[src/rtl/core/assert_macros.svh]
// Assertion helpers shared by the RTL files.
`ifndef ASSERT_MACROS_SVH
`define ASSERT_MACROS_SVH
`ifndef SYNTHESIS
`define ASSERT_PROP(label, clk, rst_n, prop) \
    label: assert property (@(posedge clk) disable iff (!rst_n) prop) \
        else $error("assertion failed");
`define ASSERT_NEVER(label, clk, rst_n, expr) \
    label: assert property (@(posedge clk) disable iff (!rst_n) !(expr)) \
        else $error("forbidden condition seen");
`else
`define ASSERT_PROP(label, clk, rst_n, prop)
`define ASSERT_NEVER(label, clk, rst_n, expr)
`endif
`endif

[src/rtl/core/dewq_pkg.sv]
package dewq_pkg;

    localparam int DEWQ_DEPTH     = 16;
    localparam int DEWQ_WORK_BITS = 32;

    localparam int CMD_BITS    = 2;
    localparam int WORD_BITS   = 32;
    localparam int STATUS_BITS = 2;
    localparam int COUNT_BITS  = 5;

    localparam logic [CMD_BITS-1:0] CMD_PUSH_TOP    = 2'd0;
    localparam logic [CMD_BITS-1:0] CMD_PUSH_BOTTOM = 2'd1;
    localparam logic [CMD_BITS-1:0] CMD_POP_TOP     = 2'd2;
    localparam logic [CMD_BITS-1:0] CMD_POP_BOTTOM  = 2'd3;

    localparam logic [STATUS_BITS-1:0] ST_DONE  = 2'd0;
    localparam logic [STATUS_BITS-1:0] ST_EMPTY = 2'd1;
    localparam logic [STATUS_BITS-1:0] ST_FULL  = 2'd2;

    typedef struct packed {
        logic [CMD_BITS-1:0]  cmd;
        logic [WORD_BITS-1:0] work_in;
    } t_cmd_item;

    typedef struct packed {
        logic [WORD_BITS-1:0]   work_out;
        logic [STATUS_BITS-1:0] status;
        logic [COUNT_BITS-1:0]  count;
    } t_result;

    typedef struct packed {
        logic exec;
        logic capture;
    } t_dp_ctrl;

    typedef struct packed {
        logic pop_hit;
    } t_dp_status;

endpackage

[src/rtl/core/dewq_ram.sv]
module dewq_ram #(
    parameter int WIDTH = 32,
    parameter int DEPTH = 16
) (
    input  logic                     i_clk,
    input  logic                     i_wr_en,
    input  logic [$clog2(DEPTH)-1:0] i_wr_addr,
    input  logic [WIDTH-1:0]         i_wr_data,
    input  logic                     i_rd_en,
    input  logic [$clog2(DEPTH)-1:0] i_rd_addr,
    output logic [WIDTH-1:0]         o_rd_data
);

    logic [WIDTH-1:0] r_mem [DEPTH];
    logic [WIDTH-1:0] r_rd_data;

    always_ff @(posedge i_clk) begin
        if (i_wr_en) begin
            r_mem[i_wr_addr] <= i_wr_data;
        end
        if (i_rd_en) begin
            r_rd_data <= r_mem[i_rd_addr];
        end
    end

    assign o_rd_data = r_rd_data;

endmodule

[src/rtl/core/dewq_ctrl.sv]
`include "assert_macros.svh"

module dewq_ctrl
    import dewq_pkg::*;
(
    input  logic       i_clk,
    input  logic       i_rst_n,
    input  logic       start,
    input  t_dp_status i_status,
    output t_dp_ctrl   o_ctrl,
    output logic       busy,
    output logic       o_valid
);

    localparam logic [0:0] S_IDLE = 1'b0;
    localparam logic [0:0] S_READ = 1'b1;

    logic [0:0] r_state;
    logic [0:0] n_state;
    logic       r_valid;
    logic       n_valid;

    always_comb begin
        o_ctrl.exec    = 1'b0;
        o_ctrl.capture = 1'b0;
        n_state        = r_state;
        n_valid        = 1'b0;
        unique case (r_state)
            S_IDLE: begin
                o_ctrl.exec = start;
                if (start) begin
                    if (i_status.pop_hit) begin
                        n_state = S_READ;
                    end else begin
                        n_valid = 1'b1;
                    end
                end
            end
            S_READ: begin
                o_ctrl.capture = 1'b1;
                n_valid        = 1'b1;
                n_state        = S_IDLE;
            end
            default: begin
                n_state = S_IDLE;
            end
        endcase
    end

    always_ff @(posedge i_clk) begin
        if (!i_rst_n) begin
            r_state <= S_IDLE;
            r_valid <= 1'b0;
        end else begin
            r_state <= n_state;
            r_valid <= n_valid;
        end
    end

    assign busy    = (r_state != S_IDLE);
    assign o_valid = r_valid;

    `ASSERT_NEVER(a_no_beat_while_busy, i_clk, i_rst_n, busy && o_valid)
    `ASSERT_PROP(a_pop_beat_follows, i_clk, i_rst_n, (start && !busy && i_status.pop_hit) |=> busy ##1 o_valid)

endmodule

[src/rtl/core/dewq_datapath.sv]
`include "assert_macros.svh"

module dewq_datapath
    import dewq_pkg::*;
#(
    parameter int DEPTH     = DEWQ_DEPTH,
    parameter int WORK_BITS = DEWQ_WORK_BITS
) (
    input  logic       i_clk,
    input  logic       i_rst_n,
    input  t_cmd_item  i_item,
    input  t_dp_ctrl   i_ctrl,
    output t_dp_status o_status,
    output t_result    o_result
);

    localparam int IDX_W = $clog2(DEPTH);
    localparam int CNT_W = $clog2(DEPTH + 1);
    localparam int SUM_W = CNT_W + 1;

    logic [IDX_W-1:0]     r_top;
    logic [IDX_W-1:0]     n_top;
    logic [CNT_W-1:0]     r_count;
    logic [CNT_W-1:0]     n_count;
    t_result              r_res;
    logic [STATUS_BITS-1:0] n_status;

    logic                 full;
    logic                 empty;
    logic [IDX_W-1:0]     top_dec;
    logic [IDX_W-1:0]     top_inc;
    logic [SUM_W-1:0]     slot_sum;
    logic [SUM_W-1:0]     slot_wrap;
    logic [IDX_W-1:0]     slot;
    logic                 wr_en;
    logic [IDX_W-1:0]     wr_addr;
    logic                 rd_en;
    logic [IDX_W-1:0]     rd_addr;
    logic [WORK_BITS-1:0] rd_data;

    assign full  = (r_count == CNT_W'(DEPTH));
    assign empty = (r_count == '0);

    assign top_dec = (r_top == '0) ? IDX_W'(DEPTH - 1) : r_top - 1'b1;
    assign top_inc = (r_top == IDX_W'(DEPTH - 1)) ? '0 : r_top + 1'b1;

    assign slot_sum  = SUM_W'(r_top) + SUM_W'(r_count)
                     - SUM_W'(i_item.cmd == CMD_POP_BOTTOM);
    assign slot_wrap = (slot_sum >= SUM_W'(DEPTH)) ? slot_sum - SUM_W'(DEPTH) : slot_sum;
    assign slot      = slot_wrap[IDX_W-1:0];

    assign o_status.pop_hit = ((i_item.cmd == CMD_POP_TOP) || (i_item.cmd == CMD_POP_BOTTOM))
                              && !empty;

    always_comb begin
        n_top    = r_top;
        n_count  = r_count;
        n_status = ST_DONE;
        wr_en    = 1'b0;
        wr_addr  = slot;
        rd_en    = 1'b0;
        rd_addr  = slot;
        unique case (i_item.cmd)
            CMD_PUSH_TOP: begin
                if (full) begin
                    n_status = ST_FULL;
                end else begin
                    n_top   = top_dec;
                    wr_en   = 1'b1;
                    wr_addr = top_dec;
                    n_count = r_count + 1'b1;
                end
            end
            CMD_PUSH_BOTTOM: begin
                if (full) begin
                    n_status = ST_FULL;
                end else begin
                    wr_en   = 1'b1;
                    n_count = r_count + 1'b1;
                end
            end
            CMD_POP_TOP: begin
                if (empty) begin
                    n_status = ST_EMPTY;
                end else begin
                    rd_en   = 1'b1;
                    rd_addr = r_top;
                    n_top   = top_inc;
                    n_count = r_count - 1'b1;
                end
            end
            CMD_POP_BOTTOM: begin
                if (empty) begin
                    n_status = ST_EMPTY;
                end else begin
                    rd_en   = 1'b1;
                    n_count = r_count - 1'b1;
                end
            end
            default: begin
                n_status = ST_DONE;
            end
        endcase
        // drop the top index back to zero once the queue drains
        if (!wr_en && (n_count == '0)) begin
            n_top = '0;
        end
    end

    always_ff @(posedge i_clk) begin
        if (!i_rst_n) begin
            r_top   <= '0;
            r_count <= '0;
        end else if (i_ctrl.exec) begin
            r_top   <= n_top;
            r_count <= n_count;
        end
    end

    always_ff @(posedge i_clk) begin
        if (i_ctrl.exec) begin
            r_res.work_out <= '0;
            r_res.status   <= n_status;
            r_res.count    <= COUNT_BITS'(n_count);
        end else if (i_ctrl.capture) begin
            r_res.work_out <= WORD_BITS'(rd_data);
        end
    end

    dewq_ram #(
        .WIDTH (WORK_BITS),
        .DEPTH (DEPTH)
    ) u_store (
        .i_clk     (i_clk),
        .i_wr_en   (wr_en && i_ctrl.exec),
        .i_wr_addr (wr_addr),
        .i_wr_data (WORK_BITS'(i_item.work_in)),
        .i_rd_en   (rd_en && i_ctrl.exec),
        .i_rd_addr (rd_addr),
        .o_rd_data (rd_data)
    );

    assign o_result = r_res;

    `ASSERT_NEVER(a_count_in_range, i_clk, i_rst_n, r_count > CNT_W'(DEPTH))
    `ASSERT_PROP(a_drained_top_zero, i_clk, i_rst_n, (r_count == '0) |-> (r_top == '0))

endmodule

[src/rtl/core/double_ended_work_queue.sv]
// Channel   Direction  Handshake                 Beat
// command   in         start high, busy low      i_item  (cmd, work_in)
// result    out        o_valid for one cycle     o_result (work_out, status, count)
//
// Push, and pop on an empty queue: the result beat shows in the cycle after the command.
// Pop from a non-empty queue: busy high for one cycle, set by the registered
// read port of the entry store; the result beat shows in the cycle in which busy falls.
// Synchronous active-low reset empties the queue at once; entry contents stay undefined.
// The receiver cannot stall: every result beat is shown for exactly one cycle.
module double_ended_work_queue
    import dewq_pkg::*;
#(
    parameter int DEPTH     = DEWQ_DEPTH,
    parameter int WORK_BITS = DEWQ_WORK_BITS
) (
    input  logic      i_clk,
    input  logic      i_rst_n,
    input  logic      start,
    output logic      busy,
    input  t_cmd_item i_item,
    output logic      o_valid,
    output t_result   o_result
);

    t_dp_ctrl   w_ctrl;
    t_dp_status w_status;

    dewq_ctrl u_ctrl (
        .i_clk    (i_clk),
        .i_rst_n  (i_rst_n),
        .start    (start),
        .i_status (w_status),
        .o_ctrl   (w_ctrl),
        .busy     (busy),
        .o_valid  (o_valid)
    );

    dewq_datapath #(
        .DEPTH     (DEPTH),
        .WORK_BITS (WORK_BITS)
    ) u_datapath (
        .i_clk    (i_clk),
        .i_rst_n  (i_rst_n),
        .i_item   (i_item),
        .i_ctrl   (w_ctrl),
        .o_status (w_status),
        .o_result (o_result)
    );

endmodule

[config.mk]
export PLATFORM = sky130hd
export DESIGN_NAME = double_ended_work_queue
export DESIGN_NICKNAME = d
export VERILOG_FILES = /design/src/rtl/core/dewq_pkg.sv /design/src/rtl/core/dewq_ram.sv /design/src/rtl/core/dewq_ctrl.sv /design/src/rtl/core/dewq_datapath.sv /design/src/rtl/core/double_ended_work_queue.sv
export VERILOG_INCLUDE_DIRS = /design/src /design/src/rtl/core
export SDC_FILE = /design/constraint.sdc
export NUM_CORES = 1
export LEC_CHECK = 0
export BUFFER_PORTS_ARGS = -buffer_cell sky130_fd_sc_hd__buf_2
export CELL_PAD_IN_SITES_DETAIL_PLACEMENT = 0
export CELL_PAD_IN_SITES_GLOBAL_PLACEMENT = 2
export CORE_ASPECT_RATIO = 0.6
export CORE_MARGIN = 5
export CORE_UTILIZATION = 41
export CTS_CLUSTER_DIAMETER = 150
export DETAILED_ROUTE_END_ITERATION = 12
export PLACE_DENSITY_LB_ADDON = 0.1
export SLEW_MARGIN = 30
export SYNTH_ARGS = -nofsm -noshare
export SYNTH_HDL_FRONTEND = slang
export SYNTH_HIERARCHICAL = 1
export SYNTH_SLANG_ARGS = --single-unit
[constraint.sdc]
create_clock -name i_clk -period 5.4 [get_ports i_clk]
set_input_delay 0.54 -clock i_clk [delete_from_list [all_inputs] [get_ports i_clk]]
set_output_delay 0.54 -clock i_clk [all_outputs]
set_load 0.05 [all_outputs]
==> impl_metrics.py <==
metrics = {
    "status": {
        "status": "finished, final reports clean",
    },
    "worst_setup_path": {
        "crit_path_max_incr_delay_ps": 650,
        "endpoint_kind": "flip-flop",
        "reg2reg_depth": 10,
        "cp_max_fo": 22,
        "cp_slowest_cell": "mux2i_1",
        "critical_path_class": "flip-flop to flip-flop",
        "rr_endpoint": "u_datapath/u_store/r_mem[2][11]",
        "cp_data_arrival_time_ps": 4320,
        "cp_common_cell": "inv_1",
        "r2r_slack_ps": 1320,
        "crit_family": "adder cells",
        "cp.required_ps": 5650,
        "cp-start-kind": "flip-flop",
        "reg2reg_from": "u_datapath/r_count[0]",
        "crit_chain": "inv_1, ha_1, inv_1, ha_1, inv_1, fa_1, mux2i_1, nand2b_1, nor2_4, buf_4",
        "critPathBufInv": 4,
        "path_depth": 10,
    },
    "finish": {
        "final_area_um2": 26100,
        "mostFrequentLayoutCell": "edfxtp_1",
        "nets": 1275,
        "drive_gt1_share_pct": 28.4,
        "finish.utilization_pct": 47.8,
        "final_cell_mix": "edfxtp_1, mux4_2, buf_2",
        "antenna_cells": 0,
        "synthToLayoutAreaGrowth_pct": 14.7,
    },
    "power_and_ir_drop": {
        "p_per_area_nw_per_um2": 473,
        "seqPwrFrac_pct": 44.5,
        "p_int_mw": 8.78,
        "p_sw_share_pct": 28.8,
        "netSwitchingPower_mw": 3.55,
        "p_leak_nw": 8.41,
        "p_clk_share_pct": 30.4,
        "fin_total_pwr_mw": 12.3,
        "ir_drop_uv": 250,
        "combPwrFrac_pct": 25.1,
    },
    "synth": {
        "seq_area_frac_synth_pct": 76.6,
        "ys.flop_type": "edfxtp_1",
        "syn_inst": 1109,
        "synth_area_leader_cell": "edfxtp_1",
        "syn_nets": 1157,
        "synth-edff-count": 551,
        "ys_types": 49,
        "synth_top_cells_by_area": "edfxtp_1, mux4_2, dfxtp_1",
        "synth_area_um2": 22700,
        "yosysWarnings": 6,
        "ys_seq_elements": 594,
        "synth_top_area_share_pct": 72.8,
        "async_flop_share_pct": 0,
        "postSynthAreaPerCell_um2": 20.5,
    },
    "route": {
        "wl_per_cell_um": 25.7,
        "drc": 0,
        "drt_iter0_drc": 806,
        "num_vias": 11000,
        "totalWireLength_um": 51000,
        "dr.pass1.iters": 5,
        "ant_nets": 0,
        "via_per_inst": 5.54,
    },
    "sta": {
        "min_period_over_period_pct": 75.5,
        "whs_ps": 305,
        "slew_headroom_pct": 44.7,
        "min_period_ps": 4080,
        "worst_pin_slew_ps": 827,
        "max_freq_mhz": 245,
        "finalSetupViolCount": 0,
        "fin_skew_ps": 8.97,
        "slew_viol_final": 0,
        "hold_viol": 0,
        "finalSetupTns_ps": 0,
        "grt_setup_unrepaired": "false",
    },
    "grt": {
        "grt_max_degree": 48,
        "grt_pass1_wl_um": 76400,
        "track_usage_pct": 17.0,
        "grt_pass1_vias": 11400,
        "antenna_found_initial": 1,
        "overflow": 0,
    },
    "clock_tree": {
        "clock-sinks": 594,
        "cts_inserted_buffers": 55,
        "cts_resized": 0,
        "worstSkewPairLatency_ps": 590,
        "cts_tree": "built",
        "hold_buffers": 0,
        "path_clk_slew_ps": 60,
        "clockBufferDepth": 3,
        "post_cts_buffers": 0,
        "htreeDepth": 2,
        "cts_root_buffer": "clkbuf_16",
    },
    "place": {
        "port_buffers": 77,
        "gp_congestion": 0.759,
        "dp_hpwl_um": 29900,
        "postPlaceCellArea_um2": 24300,
    },
    "floorplan": {
        "fp.dieArea_um2": 60400,
        "die_h_um": 192,
        "start_util_pct": 41.7,
        "io_pins": 78,
        "fp-row-count": 66,
        "coreArea_um2": 54500,
        "die_w_um": 314,
    },
    "worst_hold_path": {
        "min_path_cells": 2,
        "hp-class": "input pin to flip-flop",
        "min_from": "i_rst_n",
        "whs_endpoint": "u_ctrl/o_valid",
    },
    "run": {
        "drv_cap": 0,
    },
}
## through the flow
step,std cells,setup WS [ps]
after floorplan,1109,221
after global placement,1883,1090
after detailed placement,1883,1080
after CTS,1984,1350
after global routing,1985,1090
final,1985,1320
## power by group through the flow
| stage | clock [mW] | combinational [mW] | sequential, mW |
|---|---|---|---|
| after global placement | 0 | 3.15 | 5.58 |
| after detailed placement | 0 | 3.15 | 5.59 |
| after floorplan | 0 | 1.99 | 5.64 |
| final | 3.75 | 3.10 | 5.48 |
| after CTS | 3.88 | 3.15 | 5.49 |
| after global routing | 4.10 | 3.36 | 5.50 |
## sequential cells by signal, indices dropped and copies added (netlist names)
register                      cells
u_datapath/u_store/o_rd_data     32
u_datapath/u_store/r_mem        512
u_ctrl/o_valid                    1
u_datapath/o_result              39
u_datapath/r_count                5
u_ctrl/busy                       1
u_datapath/r_top                  4
## worst reg2reg max path, stage by stage (launching register included)
cell and delay (ps):
dfxtp_1 460, inv_1 200, ha_1 320, inv_1 50
ha_1 150, inv_1 50, fa_1 490, mux2i_1 650
nand2b_1 420, nor2_4 500, buf_4 430
## layout make-up
cell class	instances	area, µm²
Fill cell	4523	28400
Sequential cell	594	17400
Multi-Input combinational cell	442	5140
Clock buffer	61	1400
Tap cell	714	893
Timing Repair Buffer	121	861
Clock inverter	40	315
Inverter	13	48.8
## cells by family after synthesis
| group | Yosys count | synth area share, % |
|---|---|---|
| flip-flops | 594 | 76.6 |
| multiplexers | 171 | 14.6 |
| AND/OR/NAND/NOR | 146 | 2.98 |
| AO/OA/AOI/OAI | 102 | 3.20 |
| buffers and inverters | 73 | 1.49 |
| XOR/XNOR | 12 | 0.463 |
| adder cells (fa/ha/maj) | 11 | 0.639 |
## how the worst max path moves through the flow
| stage | endpoint | startpoint | slack (ps) |
|---|---|---|---|
| floorplan | u_datapath/u_store/r_mem[4][0] | i_item[33] | 220 |
| global placement | u_datapath/u_store/r_mem[2][19] | i_item[33] | 1090 |
| detailed placement | u_datapath/u_store/r_mem[2][18] | i_item[33] | 1080 |
| CTS | u_datapath/u_store/r_mem[2][10] | u_datapath/r_count[0] | 1350 |
| global route | u_datapath/u_store/r_mem[2][10] | u_datapath/r_count[0] | 1090 |
| finish | u_datapath/u_store/r_mem[2][11] | u_datapath/r_count[0] | 1320 |
## per-layer routing
layer,track usage (%),up-vias,share of wire [%]
li1,-,4771,-
met4,2.83,0,1.2
met3,3.27,57,4.3
met5,0,-,0
met2,25.0,204,43
met1,27.0,5967,51
## synth_stat cells, types with 2 or more instances
cell	count
a21o_1	2
a21oi_1	11
a22oi_1	64
a31oi_1	2
and2_1	5
buf_1	14
buf_2	13
buf_4	11
clkbuf_1	21
dfxtp_1	43
edfxtp_1	551
ha_1	10
inv_1	13
mux2i_1	41
mux4_2	128
nand2_1	42
nand2b_1	5
nand3_1	4
nand3b_1	4
nor2_1	57
nor2b_1	10
nor3_1	8
o211ai_1	2
o21ai_0	11
o21ai_1	2
or2_2	2
xnor2_1	9
xor2_1	3
Note: power is estimated with default switching activity, not from simulation.
